**config.mk**
```make
export PLATFORM = sky130hd
export DESIGN_NAME = autokey_byte_stream_decipher_core_flat
export DESIGN_NICKNAME = d
export VERILOG_FILES = /design/src/hw/rtl/akd_pkg.sv /design/src/hw/rtl/akd_req_if.sv /design/src/hw/rtl/akd_rsp_if.sv /design/src/hw/rtl/akd_key_step.sv /design/src/hw/rtl/autokey_byte_stream_decipher_core.sv /design/src/flat_wrapper.sv
export SDC_FILE = /design/constraint.sdc
export NUM_CORES = 1
export LEC_CHECK = 0
export CAP_MARGIN = 30
export CORE_MARGIN = 3
export CORE_UTILIZATION = 61
export CTS_BUF_LIST = sky130_fd_sc_hd__clkbuf_8 sky130_fd_sc_hd__clkbuf_16
export DETAILED_ROUTE_END_ITERATION = 6
export DONT_BUFFER_PORTS = 1
export HOLD_SLACK_MARGIN = 0.15
export PLACE_DENSITY = 0.77
export SETUP_SLACK_MARGIN = 0.2
export SYNTH_ARGS = -nofsm -noshare
export SYNTH_HDL_FRONTEND = slang
export SYNTH_SLANG_ARGS = --single-unit
```
**constraint.sdc**
```tcl
create_clock -name clock -period 11.5 [get_ports clock]
set_input_delay 2.875 -clock clock [delete_from_list [all_inputs] [get_ports clock]]
set_output_delay 2.875 -clock clock [all_outputs]
set_load 0.02 [all_outputs]
```
**src/hw/rtl/akd_pkg.sv**
```systemverilog
// ----------------------------------------------------------------------------
// akd_pkg
// Types and constants shared by the autokey byte decipher blocks.
// ----------------------------------------------------------------------------
package akd_pkg;

   typedef logic [7:0]  byte_type;
   typedef logic [31:0] key_type;
   typedef logic [4:0]  step_type;

   localparam key_type  KEY_RESET  = 32'd1172968056;
   localparam step_type STEP_LIMIT = 5'd16;

   typedef struct packed {
      byte_type plain;
      key_type  key;
      step_type step;
   } step_out_type;

endpackage

```
**src/hw/rtl/akd_req_if.sv**
```systemverilog
// ----------------------------------------------------------------------------
// akd_req_if
// Cipher word channel: valid/ready with one byte and a block end flag.
// ----------------------------------------------------------------------------
interface akd_req_if
   import akd_pkg::*;
   ();
   logic     valid;
   logic     ready;
   byte_type cipher_byte;
   logic     block_last;

   modport source (output valid, output cipher_byte, output block_last, input ready);
   modport sink   (input valid, input cipher_byte, input block_last, output ready);
endinterface

```
**src/hw/rtl/akd_rsp_if.sv**
```systemverilog
// ----------------------------------------------------------------------------
// akd_rsp_if
// Plain word channel: valid/ready with one byte and a block end flag.
// ----------------------------------------------------------------------------
interface akd_rsp_if
   import akd_pkg::*;
   ();
   logic     valid;
   logic     ready;
   byte_type plain_byte;
   logic     result_last;

   modport source (output valid, output plain_byte, output result_last, input ready);
   modport sink   (input valid, input plain_byte, input result_last, output ready);
endinterface

```
**src/hw/rtl/akd_key_step.sv**
```systemverilog
// ----------------------------------------------------------------------------
// akd_key_step
// One autokey step: keystream byte, plain byte and next key/step count.
// ----------------------------------------------------------------------------
module akd_key_step
   import akd_pkg::*;
(
   input  key_type      key_state,
   input  step_type     step_count,
   input  byte_type     cipher_byte,
   output step_out_type step_out
);

   byte_type    keystream;
   byte_type    plain;
   logic [63:0] spun_wide;
   key_type     spun;
   key_type     mixed;
   key_type     turned;

   always_comb begin
      keystream = key_state[7:0] + key_state[15:8] + key_state[23:16] + key_state[31:24];
      plain     = cipher_byte ^ keystream;
      spun_wide = {key_state, key_state} << plain[4:0];
      spun      = spun_wide[63:32];
      mixed     = spun + {4{plain}};
      turned    = {mixed[30:0], mixed[31]};

      step_out.plain = plain;
      if (step_count > STEP_LIMIT) begin
         step_out.key  = {turned[30:0], 1'b0};
         step_out.step = 5'd1;
      end else begin
         step_out.key  = turned;
         step_out.step = step_count + 5'd1;
      end
   end

endmodule

```
**src/hw/rtl/autokey_byte_stream_decipher_core.sv**
```systemverilog
// ----------------------------------------------------------------------------
// autokey_byte_stream_decipher_core
// Deciphers a byte stream against a self-updating 32-bit autokey state.
// ----------------------------------------------------------------------------
//  channel   | direction | word
//  req_chan  | in        | cipher_byte[7:0], block_last
//  rsp_chan  | out       | plain_byte[7:0], result_last
//  csr_*     | in        | csr_wdata[31:0] -> initial_key
//
//  One word per cycle unless rsp stalls; words pass input then result register.
//  The rate is set by the key update loop: one key step per cycle.
//  Reset loads key and initial_key with the default key, empties both stages.
//  A stall on rsp holds the result register; req_ready drops only when the
//  input register is full and cannot advance.
// ----------------------------------------------------------------------------
module autokey_byte_stream_decipher_core
   import akd_pkg::*;
(
   input  logic       clock,
   input  logic       reset,
   akd_req_if.sink    req_chan,
   akd_rsp_if.source  rsp_chan,
   input  logic       csr_valid,
   output logic       csr_ready,
   input  key_type    csr_wdata
);

   logic         in_valid_ff, in_valid_in;
   byte_type     in_cipher_ff, in_cipher_in;
   logic         in_last_ff, in_last_in;
   logic         out_valid_ff, out_valid_in;
   byte_type     out_plain_ff, out_plain_in;
   logic         out_last_ff, out_last_in;
   key_type      key_state_ff, key_state_in;
   step_type     step_count_ff, step_count_in;
   key_type      initial_key_ff, initial_key_in;
   logic         advance;
   logic         take_req;
   step_out_type step_out;

   akd_key_step u_key_step (
      .key_state   (key_state_ff),
      .step_count  (step_count_ff),
      .cipher_byte (in_cipher_ff),
      .step_out    (step_out)
   );

   assign advance          = in_valid_ff && (!out_valid_ff || rsp_chan.ready);
   assign req_chan.ready   = !in_valid_ff || advance;
   assign take_req         = req_chan.valid && req_chan.ready;
   assign csr_ready        = 1'b1;
   assign rsp_chan.valid       = out_valid_ff;
   assign rsp_chan.plain_byte  = out_plain_ff;
   assign rsp_chan.result_last = out_last_ff;

   always_comb begin
      in_valid_in    = in_valid_ff;
      in_cipher_in   = in_cipher_ff;
      in_last_in     = in_last_ff;
      out_valid_in   = out_valid_ff;
      out_plain_in   = out_plain_ff;
      out_last_in    = out_last_ff;
      key_state_in   = key_state_ff;
      step_count_in  = step_count_ff;
      initial_key_in = initial_key_ff;

      if (csr_valid) begin
         initial_key_in = csr_wdata;
      end

      if (rsp_chan.ready) begin
         out_valid_in = 1'b0;
      end
      if (advance) begin
         in_valid_in  = 1'b0;
         out_valid_in = 1'b1;
         out_plain_in = step_out.plain;
         out_last_in  = in_last_ff;
         if (in_last_ff) begin
            key_state_in  = initial_key_ff;
            step_count_in = '0;
         end else begin
            key_state_in  = step_out.key;
            step_count_in = step_out.step;
         end
      end
      if (take_req) begin
         in_valid_in  = 1'b1;
         in_cipher_in = req_chan.cipher_byte;
         in_last_in   = req_chan.block_last;
      end
   end

   always_ff @(posedge clock) begin
      if (reset) begin
         in_valid_ff    <= 1'b0;
         out_valid_ff   <= 1'b0;
         key_state_ff   <= KEY_RESET;
         step_count_ff  <= '0;
         initial_key_ff <= KEY_RESET;
      end else begin
         in_valid_ff    <= in_valid_in;
         out_valid_ff   <= out_valid_in;
         key_state_ff   <= key_state_in;
         step_count_ff  <= step_count_in;
         initial_key_ff <= initial_key_in;
      end
   end

   always_ff @(posedge clock) begin
      in_cipher_ff <= in_cipher_in;
      in_last_ff   <= in_last_in;
      out_plain_ff <= out_plain_in;
      out_last_ff  <= out_last_in;
   end

`ifndef ASSERT_OFF
   a_step_bound: assert property (@(posedge clock) disable iff (reset)
      step_count_ff <= STEP_LIMIT + 5'd1)
      else $error("step count beyond limit");

   a_block_reload: assert property (@(posedge clock) disable iff (reset)
      advance && in_last_ff |=> key_state_ff == $past(initial_key_ff) && step_count_ff == '0)
      else $error("key not reloaded at block end");

   a_advance_fills: assert property (@(posedge clock) disable iff (reset)
      advance |=> out_valid_ff)
      else $error("result register not loaded");

   a_key_holds: assert property (@(posedge clock) disable iff (reset)
      !reset && !advance |=> $stable(key_state_ff) && $stable(step_count_ff))
      else $error("key changed without a word");
`endif

endmodule

```
**src/flat_wrapper.sv**
```systemverilog
// flat-port wrapper written by rule: the top's interface ports become plain ports
module autokey_byte_stream_decipher_core_flat import akd_pkg::*;
  (clock, reset, csr_valid, csr_ready, csr_wdata, req_chan_valid, req_chan_cipher_byte, req_chan_block_last, req_chan_ready, rsp_chan_valid, rsp_chan_plain_byte, rsp_chan_result_last, rsp_chan_ready);
  akd_req_if req_chan_i ();
  akd_rsp_if rsp_chan_i ();
  input  logic clock;
  input  logic reset;
  input  logic csr_valid;
  output logic csr_ready;
  input  key_type csr_wdata;
  input wire logic [$bits(req_chan_i.valid)-1:0] req_chan_valid;
  input wire logic [$bits(req_chan_i.cipher_byte)-1:0] req_chan_cipher_byte;
  input wire logic [$bits(req_chan_i.block_last)-1:0] req_chan_block_last;
  output wire logic [$bits(req_chan_i.ready)-1:0] req_chan_ready;
  output wire logic [$bits(rsp_chan_i.valid)-1:0] rsp_chan_valid;
  output wire logic [$bits(rsp_chan_i.plain_byte)-1:0] rsp_chan_plain_byte;
  output wire logic [$bits(rsp_chan_i.result_last)-1:0] rsp_chan_result_last;
  input wire logic [$bits(rsp_chan_i.ready)-1:0] rsp_chan_ready;
  assign req_chan_i.valid = req_chan_valid;
  assign req_chan_i.cipher_byte = req_chan_cipher_byte;
  assign req_chan_i.block_last = req_chan_block_last;
  assign req_chan_ready = req_chan_i.ready;
  assign rsp_chan_valid = rsp_chan_i.valid;
  assign rsp_chan_plain_byte = rsp_chan_i.plain_byte;
  assign rsp_chan_result_last = rsp_chan_i.result_last;
  assign rsp_chan_i.ready = rsp_chan_ready;
  autokey_byte_stream_decipher_core u_core (.clock(clock), .reset(reset), .req_chan(req_chan_i), .rsp_chan(rsp_chan_i), .csr_valid(csr_valid), .csr_ready(csr_ready), .csr_wdata(csr_wdata));
endmodule
```
==> results of run 1 <==
## cells by family (layout without fill, tap and decap cells)
kind of cell	after synthesis	after routing
flip-flops	89	89
other	1	1
adder cells (fa/ha/maj)	50	50
XOR/XNOR	55	55
AND/OR/NAND/NOR	278	278
multiplexers	146	146
buffers and inverters	124	95
AO/OA/AOI/OAI	198	198
## per-stage QoR
step                cell area [um^2]  setup WS (ps)  hold WS [ps]  std cells
floorplan                       8249           4782         432.7        941
global placement                8314           4661         451.5       1067
detailed placement              8314           4537         463.3       1067
CTS                             8608           4492         480.3       1083
global route                    8636           3969         506.9       1084
finish                          8636           4486         480.3       1084
## cell usage after synthesis (5+ instances only)
library cell	number
sky130_fd_sc_hd__xnor2_1	36
sky130_fd_sc_hd__nand4_1	5
sky130_fd_sc_hd__fa_1	15
sky130_fd_sc_hd__o221ai_1	5
sky130_fd_sc_hd__dfxtp_1	71
sky130_fd_sc_hd__buf_1	12
sky130_fd_sc_hd__mux4_2	29
sky130_fd_sc_hd__ha_1	30
sky130_fd_sc_hd__a31oi_1	12
sky130_fd_sc_hd__and3_1	10
sky130_fd_sc_hd__o21ai_0	33
sky130_fd_sc_hd__and2_1	6
sky130_fd_sc_hd__xor2_1	16
sky130_fd_sc_hd__o31ai_1	7
sky130_fd_sc_hd__nand2_1	130
sky130_fd_sc_hd__mux2i_1	105
sky130_fd_sc_hd__inv_1	62
sky130_fd_sc_hd__nand3_1	20
sky130_fd_sc_hd__edfxtp_1	18
sky130_fd_sc_hd__o211ai_1	9
sky130_fd_sc_hd__a311oi_1	5
sky130_fd_sc_hd__a21o_1	14
sky130_fd_sc_hd__clkbuf_1	37
sky130_fd_sc_hd__nor2_1	71
sky130_fd_sc_hd__nor3_1	12
sky130_fd_sc_hd__maj3_1	5
sky130_fd_sc_hd__a21oi_1	46
sky130_fd_sc_hd__a211oi_1	16
## worst max-delay path by stage
| stage | cells past startpoint | end | slack, ps | startpoint |
|---|---|---|---|---|
| 2_1_floorplan | 30 | u_core.key_state_ff[31]$_SDFFE_PP0P_ | 4780 | u_core.key_state_ff[1]$_SDFFE_PP0P_ |
| 3_3_place_gp | 27 | u_core.key_state_ff[26]$_SDFFE_PP1P_ | 4660 | u_core.key_state_ff[1]$_SDFFE_PP0P_ |
| 3_5_place_dp | 27 | u_core.key_state_ff[26]$_SDFFE_PP1P_ | 4540 | u_core.key_state_ff[1]$_SDFFE_PP0P_ |
| 4_1_cts | 27 | u_core.key_state_ff[26]$_SDFFE_PP1P_ | 4490 | u_core.key_state_ff[1]$_SDFFE_PP0P_ |
| 5_1_grt | 27 | u_core.key_state_ff[21]$_SDFFE_PP1P_ | 3970 | u_core.key_state_ff[1]$_SDFFE_PP0P_ |
| 6_report | 27 | u_core.key_state_ff[21]$_SDFFE_PP1P_ | 4490 | u_core.key_state_ff[9]$_SDFFE_PP1P_ |
## sequential cells by signal, summed over array words and instances, names as in the netlist
name,cells
u_core.rsp_chan.valid,1
u_core.initial_key_ff,32
u_core.step_count_ff,5
u_core.key_state_ff,32
u_core.rsp_chan.result_last,1
u_core.rsp_chan.plain_byte,8
u_core.in_last_ff,1
u_core.in_valid_ff,1
u_core.in_cipher_ff,8
## worst max-delay path, cell delays in order, from the launching register on
cell and delay, ps:
sky130_fd_sc_hd__dfxtp_1 400, sky130_fd_sc_hd__inv_1 110, sky130_fd_sc_hd__fa_1 500, sky130_fd_sc_hd__fa_1 510, sky130_fd_sc_hd__inv_1 40, sky130_fd_sc_hd__ha_1 310, sky130_fd_sc_hd__xnor2_2 140, sky130_fd_sc_hd__buf_4 230
sky130_fd_sc_hd__inv_1 660, sky130_fd_sc_hd__mux4_1 450, sky130_fd_sc_hd__mux2i_1 190, sky130_fd_sc_hd__mux2i_1 120, sky130_fd_sc_hd__nand2_1 90, sky130_fd_sc_hd__nand2_1 60, sky130_fd_sc_hd__ha_1 210, sky130_fd_sc_hd__fa_1 400
sky130_fd_sc_hd__a21o_1 200, sky130_fd_sc_hd__a21oi_1 180, sky130_fd_sc_hd__inv_1 70, sky130_fd_sc_hd__o41ai_2 90, sky130_fd_sc_hd__a21oi_1 180, sky130_fd_sc_hd__o31ai_1 440, sky130_fd_sc_hd__a2111o_1 300, sky130_fd_sc_hd__a41oi_1 140
sky130_fd_sc_hd__xnor2_1 310, sky130_fd_sc_hd__nor2_1 60, sky130_fd_sc_hd__o21ai_0 310, sky130_fd_sc_hd__o2111ai_1 150
## routing by layer
| metal | up-vias | part of all wire [%] | wire length [um] |
|---|---|---|---|
| li1 | 3352 | - | - |
| met1 | 3430 | 42 | 10200 |
| met2 | 499 | 42 | 10330 |
| met3 | 72 | 12 | 2866 |
| met4 | 0 | 4.3 | 1048 |
| met5 | - | 0 | 0 |
## cell type report
type / instances / share of cell area [%]
multi-input cells: 728 / 67.15
flip-flops and latches: 89 / 22.72
clock buffers: 11 / 3.057
inverters: 66 / 2.869
well taps: 172 / 2.492
repair buffers: 13 / 1.362
clock inverters: 5 / 0.3477
==> flow_results.xml, run 1 <==
<?xml version="1.0" encoding="UTF-8"?>
<metrics>
  <group name="cts">
    <metric name="clk_root_buffer_cell" unit="">sky130_fd_sc_hd__clkbuf_16</metric>
    <metric name="cts_max_level" unit="">3</metric>
    <metric name="cts_tree" unit="">done</metric>
    <metric name="clock_transition_time_at_the_flip_flop_clock_pins_of_the_worst_setup_and_hold_paths" unit="ps">70</metric>
    <metric name="cts_setup_buffers" unit="">0</metric>
    <metric name="clock-sinks" unit="">89</metric>
    <metric name="post_cts_hold_buffer_count" unit="">0</metric>
    <metric name="cts-resized-gates" unit="">0</metric>
    <metric name="worst_skew_pair.late_latency" unit="ps">350</metric>
    <metric name="tritoncts.num_buffers" unit="">9</metric>
    <metric name="clk_path_buf_depth" unit="">2</metric>
  </group>
  <group name="placement">
    <metric name="port_buffers" unit="">0</metric>
    <metric name="routabilityCongestion" unit="">1.010</metric>
    <metric name="dpl_hpwl" unit="um">18370</metric>
  </group>
  <group name="die">
    <metric name="ioPinCount" unit="">58</metric>
    <metric name="die_height" unit="um">122.3</metric>
    <metric name="floorplan.die_area" unit="um^2">14950</metric>
    <metric name="initial_core_util" unit="%">63.81</metric>
    <metric name="die_width" unit="um">122.3</metric>
    <metric name="core_area" unit="um^2">12930</metric>
    <metric name="fp-row-count" unit="">41</metric>
  </group>
  <group name="synth">
    <metric name="synth_top_flop_cell" unit="">sky130_fd_sc_hd__dfxtp_1</metric>
    <metric name="synth_top_family_by_area" unit="">multiplexers</metric>
    <metric name="synth-simple-area-share" unit="%">15.26</metric>
    <metric name="area_fraction_in_compound_gates_after_synthesis" unit="%">16.53</metric>
    <metric name="async_reset_ff_share" unit="%">0</metric>
    <metric name="top_cells_by_area_in_the_synthesized_netlist" unit="">sky130_fd_sc_hd__dfxtp_1, sky130_fd_sc_hd__mux2i_1, sky130_fd_sc_hd__mux4_2, sky130_fd_sc_hd__edfxtp_1, sky130_fd_sc_hd__nand2_1</metric>
    <metric name="postSynthAreaPerCell" unit="um^2">8.766</metric>
    <metric name="synth.cell_area" unit="um^2">8249</metric>
    <metric name="synth_adder_area_share" unit="%">8.797</metric>
    <metric name="synthCells" unit="">941</metric>
    <metric name="post_synth_mux_area_share" unit="%">23.10</metric>
    <metric name="synth.top_cell.area_share" unit="%">17.23</metric>
    <metric name="synth_nets" unit="">1032</metric>
    <metric name="ys_types" unit="">84</metric>
    <metric name="synthesis.yosys.warnings" unit="">0</metric>
    <metric name="synth_seq_area_share" unit="%">23.78</metric>
    <metric name="synth.largest_area_cell" unit="">sky130_fd_sc_hd__dfxtp_1</metric>
    <metric name="post_synth_xor_area_fraction" unit="%">6.113</metric>
    <metric name="ys_ff_latch" unit="">89</metric>
    <metric name="synth-edff-count" unit="">18</metric>
  </group>
  <group name="sta">
    <metric name="setup_viol" unit="">0</metric>
    <metric name="finalHoldViolCount" unit="">0</metric>
    <metric name="worst-slew-pin-transition" unit="ps">970.2</metric>
    <metric name="grt_setup_unrepaired" unit="">false</metric>
    <metric name="slew_violations" unit="">0</metric>
    <metric name="fin_setup_tns" unit="ps">0</metric>
    <metric name="fmaxAchievable" unit="MHz">142.6</metric>
    <metric name="finalClockSkew" unit="ps">11.50</metric>
    <metric name="slew_headroom" unit="%">35.32</metric>
    <metric name="fin_crit" unit="ps">7014</metric>
    <metric name="layout_worst_path_cycle_share" unit="%">60.99</metric>
  </group>
  <group name="worst_setup_path">
    <metric name="timing.critical_path.arrival" unit="ps">7230</metric>
    <metric name="timing.reg2reg.setup_slack" unit="ps">4490</metric>
    <metric name="setup.worst_path.class" unit="">reg -&gt; reg</metric>
    <metric name="timing.critical_path.to_type" unit="">flip-flop</metric>
    <metric name="rr_startpoint" unit="">u_core.key_state_ff[9]$_SDFFE_PP1P_</metric>
    <metric name="reg2regPathDepth" unit="">27</metric>
    <metric name="crit_path_max_fanout" unit="">24</metric>
    <metric name="worstSetupStartpointType" unit="">flip-flop</metric>
    <metric name="r2r_end" unit="">u_core.key_state_ff[21]$_SDFFE_PP1P_</metric>
    <metric name="worstPathRequired" unit="ps">11720</metric>
  </group>
  <group name="grt">
    <metric name="grt.met3_usage" unit="%">7.880</metric>
    <metric name="total_track_usage" unit="%">33.18</metric>
    <metric name="overflow_after_grt" unit="">0</metric>
    <metric name="via_count_of_the_first_global_routing_pass" unit="">6616</metric>
    <metric name="global_route.usage.met2" unit="%">48.09</metric>
    <metric name="antenna_found_initial" unit="">0</metric>
    <metric name="gr-usage-met1" unit="%">47.58</metric>
    <metric name="grt_max_degree" unit="">46</metric>
    <metric name="grt_busiest_layer" unit="">met2</metric>
    <metric name="grt_first_pass_wirelength" unit="um">37740</metric>
  </group>
  <group name="min_path">
    <metric name="min-delay-start" unit="">u_core.initial_key_ff[23]$_SDFFE_PP1P_</metric>
    <metric name="min_delay_worst_endpoint" unit="">u_core.initial_key_ff[23]$_SDFFE_PP1P_</metric>
    <metric name="holdCritPathClass" unit="">reg -&gt; reg</metric>
    <metric name="worstHoldPathCells" unit="">2</metric>
  </group>
  <group name="drt">
    <metric name="firstDrtPassIters" unit="">6</metric>
    <metric name="dr.first_iter.drc_count" unit="">920</metric>
    <metric name="detailroute.via_count" unit="">7353</metric>
    <metric name="route.detailed.vias_per_inst" unit="">6.783</metric>
    <metric name="post-route-drc-count" unit="">0</metric>
    <metric name="antenna_violating_nets_remaining" unit="">0</metric>
    <metric name="post_drt_wl_per_cell" unit="um">22.55</metric>
    <metric name="finalWirelength" unit="um">24440</metric>
  </group>
  <group name="final_layout">
    <metric name="diodes" unit="">0</metric>
    <metric name="ff_latch_area" unit="um^2">1962</metric>
    <metric name="fill_cells" unit="">1101</metric>
    <metric name="areaGrowthSynthToFinish" unit="%">4.687</metric>
    <metric name="multi_input_area" unit="um^2">5799</metric>
    <metric name="fraction_of_final_layout_cells_with_drive_strength_greater_than_1" unit="%">9.211</metric>
    <metric name="final_common_cell" unit="">sky130_fd_sc_hd__nand2_1</metric>
    <metric name="final_core_util" unit="%">66.80</metric>
    <metric name="total_number_of_nets_in_the_final_design" unit="">998</metric>
    <metric name="final_cell_mix" unit="">sky130_fd_sc_hd__nand2_1, sky130_fd_sc_hd__mux2i_1, sky130_fd_sc_hd__nor2_1, sky130_fd_sc_hd__dfxtp_1, sky130_fd_sc_hd__inv_1</metric>
  </group>
  <group name="run_status">
    <metric name="status" unit="">complete, no violations</metric>
  </group>
  <group name="job">
    <metric name="timing.max_cap.violations" unit="">0</metric>
  </group>
</metrics>
Power of run 1 is left out: the tool's default activity adds up to more than one toggle a clock period on the data nets, which glitch-free logic cannot reach.
==> inputs of run 2 (changes only) <==
--- a/config.mk
+++ b/config.mk
@@ -7,12 +7,12 @@
 export LEC_CHECK = 0
 export CAP_MARGIN = 30
 export CORE_MARGIN = 3
-export CORE_UTILIZATION = 61
+export CORE_UTILIZATION = 59
 export CTS_BUF_LIST = sky130_fd_sc_hd__clkbuf_8 sky130_fd_sc_hd__clkbuf_16
 export DETAILED_ROUTE_END_ITERATION = 6
 export DONT_BUFFER_PORTS = 1
 export HOLD_SLACK_MARGIN = 0.15
-export PLACE_DENSITY = 0.77
+export PLACE_DENSITY = 0.78
 export SETUP_SLACK_MARGIN = 0.2
 export SYNTH_ARGS = -nofsm -noshare
 export SYNTH_HDL_FRONTEND = slang
==> constraint.sdc (replaced) <==
create_clock -name clock -period 6.12 [get_ports clock]
set_input_delay 1.53 -clock clock [delete_from_list [all_inputs] [get_ports clock]]
set_output_delay 1.53 -clock clock [all_outputs]
set_load 0.02 [all_outputs]
==> run 2 against run 1 <==
Against the previous run: the run now ends with DRC, setup timing left; critical path type unchanged; sequential cell count is the same; critical path depth shrank 3; largest cell class unchanged; final area grew 16%; die area grew 3.2%; non-clock buffer count grew 78.
==> flow_results.xml, run 2 (synthesis results as in run 1) <==
<?xml version="1.0" encoding="UTF-8"?>
<metrics>
  <group name="run_status">
    <metric name="status" unit="">complete, but fails checks</metric>
    <metric name="violated_checks" unit="">DRC, setup timing</metric>
  </group>
  <group name="cts">
    <metric name="clock-sinks" unit="">89</metric>
    <metric name="cts_tree" unit="">done</metric>
    <metric name="clk_root_buffer_cell" unit="">sky130_fd_sc_hd__clkbuf_16</metric>
    <metric name="worst_skew_pair.late_latency" unit="ps">370</metric>
    <metric name="clk_path_buf_depth" unit="">2</metric>
    <metric name="clock_transition_time_at_the_flip_flop_clock_pins_of_the_worst_setup_and_hold_paths" unit="ps">80</metric>
    <metric name="cts_max_level" unit="">3</metric>
    <metric name="tritoncts.num_buffers" unit="">9</metric>
  </group>
  <group name="placement">
    <metric name="dpl_hpwl" unit="um">19460</metric>
    <metric name="routabilityCongestion" unit="">1.007</metric>
    <metric name="numPlacedInstances" unit="">1118</metric>
    <metric name="dpl_cell_area" unit="um^2">8795</metric>
    <metric name="port_buffers" unit="">0</metric>
  </group>
  <group name="worst_setup_path">
    <metric name="rr_startpoint" unit="">u_core.key_state_ff[18]$_SDFFE_PP0P_</metric>
    <metric name="cp-startpoint" unit="">u_core.key_state_ff[18]$_SDFFE_PP0P_</metric>
    <metric name="crit_path_cell_trace" unit="">inv_1, fa_1, fa_1, fa_2, xnor2_4, buf_12, mux4_2, mux2i_1, nand2_1, nand2_2, buf_6, fa_2, a21o_1, a21oi_2, inv_2, o41ai_4, a21oi_2, o31ai_2, a2111o_1, and3_4, or3_4, a31oi_4, xnor2_2, a221oi_2</metric>
    <metric name="worstSetupStartpointType" unit="">flip-flop</metric>
    <metric name="timing.reg2reg.setup_slack" unit="ps">-80</metric>
    <metric name="r2r_end" unit="">u_core.key_state_ff[31]$_SDFFE_PP0P_</metric>
    <metric name="worstPathRequired" unit="ps">6410</metric>
    <metric name="cpMaxStageDelayCell" unit="">sky130_fd_sc_hd__fa_2</metric>
    <metric name="setup.worst_path.class" unit="">reg -&gt; reg</metric>
    <metric name="timing.critical_path.arrival" unit="ps">6480</metric>
    <metric name="crit_path_max_fanout" unit="">7</metric>
    <metric name="stage_delay_of_the_slowest_cell_on_the_critical_path" unit="ps">650</metric>
    <metric name="timing.critical_path.to_type" unit="">flip-flop</metric>
    <metric name="reg2regPathDepth" unit="">24</metric>
  </group>
  <group name="sta">
    <metric name="grt_setup_unrepaired" unit="">true</metric>
    <metric name="layout_worst_path_cycle_share" unit="%">101.2</metric>
    <metric name="finalClockSkew" unit="ps">19.77</metric>
    <metric name="holdWs" unit="ps">477.8</metric>
    <metric name="slew_headroom" unit="%">27.98</metric>
    <metric name="worst_slack" unit="ps">-75.16</metric>
    <metric name="setup_viol" unit="">9</metric>
    <metric name="finalHoldViolCount" unit="">0</metric>
    <metric name="fin_setup_tns" unit="ps">-252.3</metric>
    <metric name="fmaxAchievable" unit="MHz">161.4</metric>
    <metric name="worst-slew-pin-transition" unit="ps">1079</metric>
    <metric name="fin_crit" unit="ps">6195</metric>
    <metric name="slew_violations" unit="">0</metric>
  </group>
  <group name="min_path">
    <metric name="min_delay_worst_endpoint" unit="">u_core.initial_key_ff[23]$_SDFFE_PP1P_</metric>
    <metric name="min-delay-start" unit="">u_core.initial_key_ff[23]$_SDFFE_PP1P_</metric>
    <metric name="worstHoldPathCells" unit="">2</metric>
    <metric name="holdCritPathClass" unit="">reg -&gt; reg</metric>
  </group>
  <group name="drt">
    <metric name="post_drt_wl_per_cell" unit="um">24.01</metric>
    <metric name="antenna_violating_nets_remaining" unit="">0</metric>
    <metric name="route.detailed.vias_per_inst" unit="">6.908</metric>
    <metric name="detailroute.via_count" unit="">8055</metric>
    <metric name="finalWirelength" unit="um">27990</metric>
    <metric name="firstDrtPassIters" unit="">7</metric>
    <metric name="post-route-drc-count" unit="">1</metric>
    <metric name="dr.first_iter.drc_count" unit="">891</metric>
  </group>
  <group name="final_layout">
    <metric name="fill_cells" unit="">903</metric>
    <metric name="final_common_cell" unit="">sky130_fd_sc_hd__nand2_1</metric>
    <metric name="top_regs" unit="">u_core.initial_key_ff (32), u_core.key_state_ff (32)</metric>
    <metric name="areaGrowthSynthToFinish" unit="%">21.20</metric>
    <metric name="diodes" unit="">0</metric>
    <metric name="fraction_of_final_layout_cells_with_drive_strength_greater_than_1" unit="%">27.17</metric>
    <metric name="total_number_of_nets_in_the_final_design" unit="">1076</metric>
    <metric name="final_cell_count_no_fill" unit="">1166</metric>
    <metric name="final_cell_mix" unit="">sky130_fd_sc_hd__nand2_1, sky130_fd_sc_hd__mux2i_1, sky130_fd_sc_hd__buf_4</metric>
    <metric name="finish.instance_area" unit="um^2">9998</metric>
  </group>
  <group name="job">
    <metric name="timing.max_cap.violations" unit="">0</metric>
  </group>
  <group name="grt">
    <metric name="grt_first_pass_wirelength" unit="um">40370</metric>
    <metric name="via_count_of_the_first_global_routing_pass" unit="">7404</metric>
    <metric name="antenna_found_initial" unit="">0</metric>
    <metric name="overflow_after_grt" unit="">0</metric>
    <metric name="total_track_usage" unit="%">32.76</metric>
    <metric name="grt_max_degree" unit="">46</metric>
  </group>
  <group name="die">
    <metric name="initial_core_util" unit="%">61.32</metric>
    <metric name="core_area" unit="um^2">13450</metric>
    <metric name="ioPinCount" unit="">58</metric>
    <metric name="die_height" unit="um">124.2</metric>
    <metric name="die_width" unit="um">124.2</metric>
    <metric name="fp-row-count" unit="">42</metric>
    <metric name="floorplan.die_area" unit="um^2">15440</metric>
  </group>
</metrics>
==> run 2: cell count changes in the layout (fill, tap and decap cells not counted), moves of 6 or more <==
cell / delta
sky130_fd_sc_hd__o21ai_0: -13
sky130_fd_sc_hd__a21oi_1: -14
sky130_fd_sc_hd__xnor2_1: -14
sky130_fd_sc_hd__inv_1: -7
sky130_fd_sc_hd__a21oi_2: +14
sky130_fd_sc_hd__o21ai_2: +6
sky130_fd_sc_hd__xnor2_2: +14
sky130_fd_sc_hd__buf_12: +9
sky130_fd_sc_hd__o21ai_1: +7
sky130_fd_sc_hd__mux2i_2: +8
sky130_fd_sc_hd__buf_4: +66
sky130_fd_sc_hd__mux2i_1: -13
==> run 2: stage by stage <==
step | util, % | worst slack [ps]
CTS | 69.48 | 85.14
global route | 74.32 | -238.4
global placement | 65.37 | -69.78
detailed placement | 65.37 | -137.7
floorplan | - | 198.9
finish | 74.32 | -75.16
==> run 2: what timing repair did <==
| item | CTS | global route |
|---|---|---|
| setup endpoints to repair | 20 | 27 |
| pin swaps | 28 | 57 |
| gates cloned | 1 | 0 |
| hold buffers | 0 | 0 |
| setup buffers | 12 | 19 |
| resized for setup | 34 | 96 |
==> run 2: cell type report <==
type                    instances  area, um^2  share of cell area [%]
inverters                      66       247.7                   2.478
clock buffers                   9       225.2                   2.253
well taps                     176       220.2                   2.202
multi-input cells             728        6429                   64.30
repair buffers                 91       848.3                   8.485
clock inverters                 7       62.56                  0.6257
flip-flops and latches         89        1966                   19.66
==> run 2: worst max path at each step <==
stage | end | cells after the start
after floorplan | u_core.key_state_ff[31]$_SDFFE_PP0P_ | 28
after global placement | u_core.key_state_ff[21]$_SDFFE_PP1P_ | 27
after detailed placement | u_core.key_state_ff[21]$_SDFFE_PP1P_ | 27
after CTS | u_core.key_state_ff[31]$_SDFFE_PP0P_ | 26
after global routing | u_core.key_state_ff[31]$_SDFFE_PP0P_ | 27
final | u_core.key_state_ff[31]$_SDFFE_PP0P_ | 24
==> run 2: metal layers <==
layer | wire length, um | GRT usage [%] | vias up
li1 | - | - | 3498
met1 | 10490 | 42.24 | 3783
met2 | 12300 | 49.40 | 627
met3 | 3310 | 8.462 | 147
met4 | 1896 | 19.79 | 0
met5 | 0 | 0 | -
==> run 2: critical path, delay by kind of cell (launching register included) <==
family	cells	cell delay, ps
mux	2	760
flops	1	430
buf+inv	4	460
simple gates	4	820
fa+ha+maj	4	1890
compound gates	8	1510
xor+xnor	2	240
Power of run 2 is left out for the same reason.
==> inputs of run 3 (changes only) <==
--- a/config.mk
+++ b/config.mk
@@ -12,7 +12,7 @@
 export DETAILED_ROUTE_END_ITERATION = 6
 export DONT_BUFFER_PORTS = 1
 export HOLD_SLACK_MARGIN = 0.15
-export PLACE_DENSITY = 0.78
+export PLACE_DENSITY = 0.88
 export SETUP_SLACK_MARGIN = 0.2
 export SYNTH_ARGS = -nofsm -noshare
 export SYNTH_HDL_FRONTEND = slang
==> run 3 against run 2 <==
Against the previous run: setup slack worse by 140 ps; global-route usage grew 1.6 points; critical path depth rose by 4; wire length rose by 5.7%; register-to-register slack got worse by 140 ps; sequential share of layout area shrank 0.10 points; critical path type unchanged; final area up 0.51%; the flow finishes with violations (setup timing); maximum frequency shrank 2.2%; core utilization grew 0.38 points.
==> flow_results.xml, run 3 (synthesis results as in run 1) <==
<?xml version="1.0" encoding="UTF-8"?>
<metrics>
  <group name="placement">
    <metric name="dpl_hpwl" unit="um">19920</metric>
    <metric name="numPlacedInstances" unit="">1138</metric>
    <metric name="post-place-ws" unit="ps">-171.3</metric>
    <metric name="routabilityCongestion" unit="">1.020</metric>
    <metric name="port_buffers" unit="">0</metric>
  </group>
  <group name="sta">
    <metric name="layout_worst_path_cycle_share" unit="%">103.5</metric>
    <metric name="worst_slack" unit="ps">-217.2</metric>
    <metric name="grt_setup_unrepaired" unit="">true</metric>
    <metric name="slew_violations" unit="">0</metric>
    <metric name="fmaxAchievable" unit="MHz">157.8</metric>
    <metric name="finalClockSkew" unit="ps">12.62</metric>
    <metric name="fin_crit" unit="ps">6337</metric>
    <metric name="worst-slew-pin-transition" unit="ps">1181</metric>
    <metric name="setup_viol" unit="">16</metric>
    <metric name="finalHoldViolCount" unit="">0</metric>
    <metric name="fin_setup_tns" unit="ps">-1537</metric>
    <metric name="slew_headroom" unit="%">21.28</metric>
  </group>
  <group name="drt">
    <metric name="detailroute.via_count" unit="">8437</metric>
    <metric name="antenna_violating_nets_remaining" unit="">0</metric>
    <metric name="post_drt_wl_per_cell" unit="um">24.98</metric>
    <metric name="dr.first_iter.drc_count" unit="">1363</metric>
    <metric name="post-route-drc-count" unit="">0</metric>
    <metric name="finalWirelength" unit="um">29580</metric>
    <metric name="route.detailed.vias_per_inst" unit="">7.126</metric>
    <metric name="firstDrtPassIters" unit="">6</metric>
  </group>
  <group name="final_layout">
    <metric name="fill_cells" unit="">871</metric>
    <metric name="fraction_of_final_layout_cells_with_drive_strength_greater_than_1" unit="%">28.23</metric>
    <metric name="total_number_of_nets_in_the_final_design" unit="">1092</metric>
    <metric name="final_cell_mix" unit="">sky130_fd_sc_hd__nand2_1, sky130_fd_sc_hd__buf_4, sky130_fd_sc_hd__mux2i_1</metric>
    <metric name="final_common_cell" unit="">sky130_fd_sc_hd__nand2_1</metric>
    <metric name="areaGrowthSynthToFinish" unit="%">21.83</metric>
    <metric name="final_cell_count_no_fill" unit="">1184</metric>
    <metric name="top_regs" unit="">u_core.initial_key_ff (32), u_core.key_state_ff (32)</metric>
  </group>
  <group name="die">
    <metric name="die_height" unit="um">124.2</metric>
    <metric name="initial_core_util" unit="%">61.32</metric>
    <metric name="ioPinCount" unit="">58</metric>
    <metric name="die_width" unit="um">124.2</metric>
    <metric name="core_area" unit="um^2">13450</metric>
    <metric name="floorplan.die_area" unit="um^2">15440</metric>
    <metric name="fp-row-count" unit="">42</metric>
  </group>
  <group name="worst_setup_path">
    <metric name="worstPathRequired" unit="ps">6370</metric>
    <metric name="reg2regPathDepth" unit="">28</metric>
    <metric name="cp-endpoint" unit="">u_core.key_state_ff[18]$_SDFFE_PP0P_</metric>
    <metric name="worst_path_most_repeated_cell" unit="">sky130_fd_sc_hd__inv_2</metric>
    <metric name="timing.reg2reg.setup_slack" unit="ps">-220</metric>
    <metric name="setup.worst_path.class" unit="">reg -&gt; reg</metric>
    <metric name="worstSetupStartpointType" unit="">flip-flop</metric>
    <metric name="stage_delay_of_the_slowest_cell_on_the_critical_path" unit="ps">580</metric>
    <metric name="cpMaxStageDelayCell" unit="">sky130_fd_sc_hd__fa_2</metric>
    <metric name="timing.critical_path.to_type" unit="">flip-flop</metric>
    <metric name="timing.critical_path.arrival" unit="ps">6580</metric>
    <metric name="cp-startpoint" unit="">u_core.key_state_ff[1]$_SDFFE_PP0P_</metric>
    <metric name="r2r_end" unit="">u_core.key_state_ff[18]$_SDFFE_PP0P_</metric>
    <metric name="crit_path_max_fanout" unit="">4</metric>
    <metric name="rr_startpoint" unit="">u_core.key_state_ff[1]$_SDFFE_PP0P_</metric>
  </group>
  <group name="cts">
    <metric name="cts_max_level" unit="">3</metric>
    <metric name="clock-sinks" unit="">89</metric>
    <metric name="tritoncts.num_buffers" unit="">9</metric>
    <metric name="worst_skew_pair.late_latency" unit="ps">360</metric>
    <metric name="cts_tree" unit="">done</metric>
    <metric name="clk_root_buffer_cell" unit="">sky130_fd_sc_hd__clkbuf_16</metric>
    <metric name="clk_path_buf_depth" unit="">2</metric>
    <metric name="clock_transition_time_at_the_flip_flop_clock_pins_of_the_worst_setup_and_hold_paths" unit="ps">80</metric>
  </group>
  <group name="min_path">
    <metric name="min-delay-start" unit="">u_core.initial_key_ff[17]$_SDFFE_PP1P_</metric>
    <metric name="holdCritPathClass" unit="">reg -&gt; reg</metric>
    <metric name="worstHoldPathCells" unit="">2</metric>
  </group>
  <group name="grt">
    <metric name="antenna_found_initial" unit="">0</metric>
    <metric name="overflow_after_grt" unit="">0</metric>
    <metric name="grt_max_degree" unit="">46</metric>
    <metric name="total_track_usage" unit="%">34.40</metric>
    <metric name="grt_first_pass_wirelength" unit="um">42510</metric>
    <metric name="via_count_of_the_first_global_routing_pass" unit="">7602</metric>
  </group>
  <group name="run_status">
    <metric name="violated_checks" unit="">setup timing</metric>
    <metric name="status" unit="">complete, but fails checks</metric>
  </group>
  <group name="job">
    <metric name="timing.max_cap.violations" unit="">0</metric>
  </group>
</metrics>
-- run 3: cell count changes in the layout (fill, tap and decap cells not counted), moves of 3 or more --
cell and delta:
sky130_fd_sc_hd__xor2_2 -3, sky130_fd_sc_hd__nor2_1 -3, sky130_fd_sc_hd__o221ai_2 -3, sky130_fd_sc_hd__buf_12 -5, sky130_fd_sc_hd__xnor2_2 -3, sky130_fd_sc_hd__buf_4 +20
sky130_fd_sc_hd__o221ai_1 +3, sky130_fd_sc_hd__xor2_1 +3
-- run 3: area by class of cell --
class / count / area [um^2] / area share [%]
sequential: 89 / 1966 / 19.56
inverter: 66 / 247.7 / 2.465
clock inverter: 5 / 51.30 / 0.5105
tap: 176 / 220.2 / 2.191
clock buffer: 11 / 264.0 / 2.627
antenna: 2 / 5.005 / 0.04980
timing repair buffer: 107 / 875.8 / 8.715
multi-input combinational: 728 / 6420 / 63.88
-- run 3: through the flow --
step	hold WS, ps	cell area, um^2	util (%)
floorplan	432.7	8333	-
global placement	453.4	8907	66.21
detailed placement	460.4	8907	66.21
CTS	478.6	9638	71.64
global route	504.3	10040	74.67
finish	477.7	10050	74.70
-- run 3: metal layers --
metal | track usage (%) | wire [um] | share of wire (%) | vias to the layer above
met5 | 0 | 0 | 0 | -
met4 | 19.02 | 2419 | 8.2 | 0
met3 | 6.787 | 3889 | 13 | 206
li1 | - | - | - | 3524
met2 | 52.58 | 12820 | 43 | 763
met1 | 45.82 | 10450 | 35 | 3944
-- run 3: worst min path at each step --
stage | slack (ps) | endpoint
finish | 480 | u_core.initial_key_ff[17]$_SDFFE_PP1P_
global route | 500 | u_core.initial_key_ff[5]$_SDFFE_PP1P_
CTS | 480 | u_core.key_state_ff[11]$_SDFFE_PP0P_
detailed placement | 460 | u_core.initial_key_ff[17]$_SDFFE_PP1P_
global placement | 450 | u_core.initial_key_ff[22]$_SDFFE_PP1P_
floorplan | 430 | u_core.initial_key_ff[24]$_SDFFE_PP1P_
-- run 3: timing repair --
action                     CTS  global route
setup endpoints to repair   24            26
pin swaps                   39            52
buffers inserted            20             8
resized for setup           61            70
hold buffers                 0             0
-- run 3: critical path: cells and delay by family, from the launching register on --
kind / cells / cell delay, ps
adder cells (fa/ha/maj): 5 / 1950
flip-flops: 1 / 350
AND/OR/NAND/NOR: 6 / 950
multiplexers: 3 / 1120
AO/OA/AOI/OAI: 6 / 960
buffers and inverters: 6 / 580
XOR/XNOR: 2 / 300
Power of run 3 is left out for the same reason.
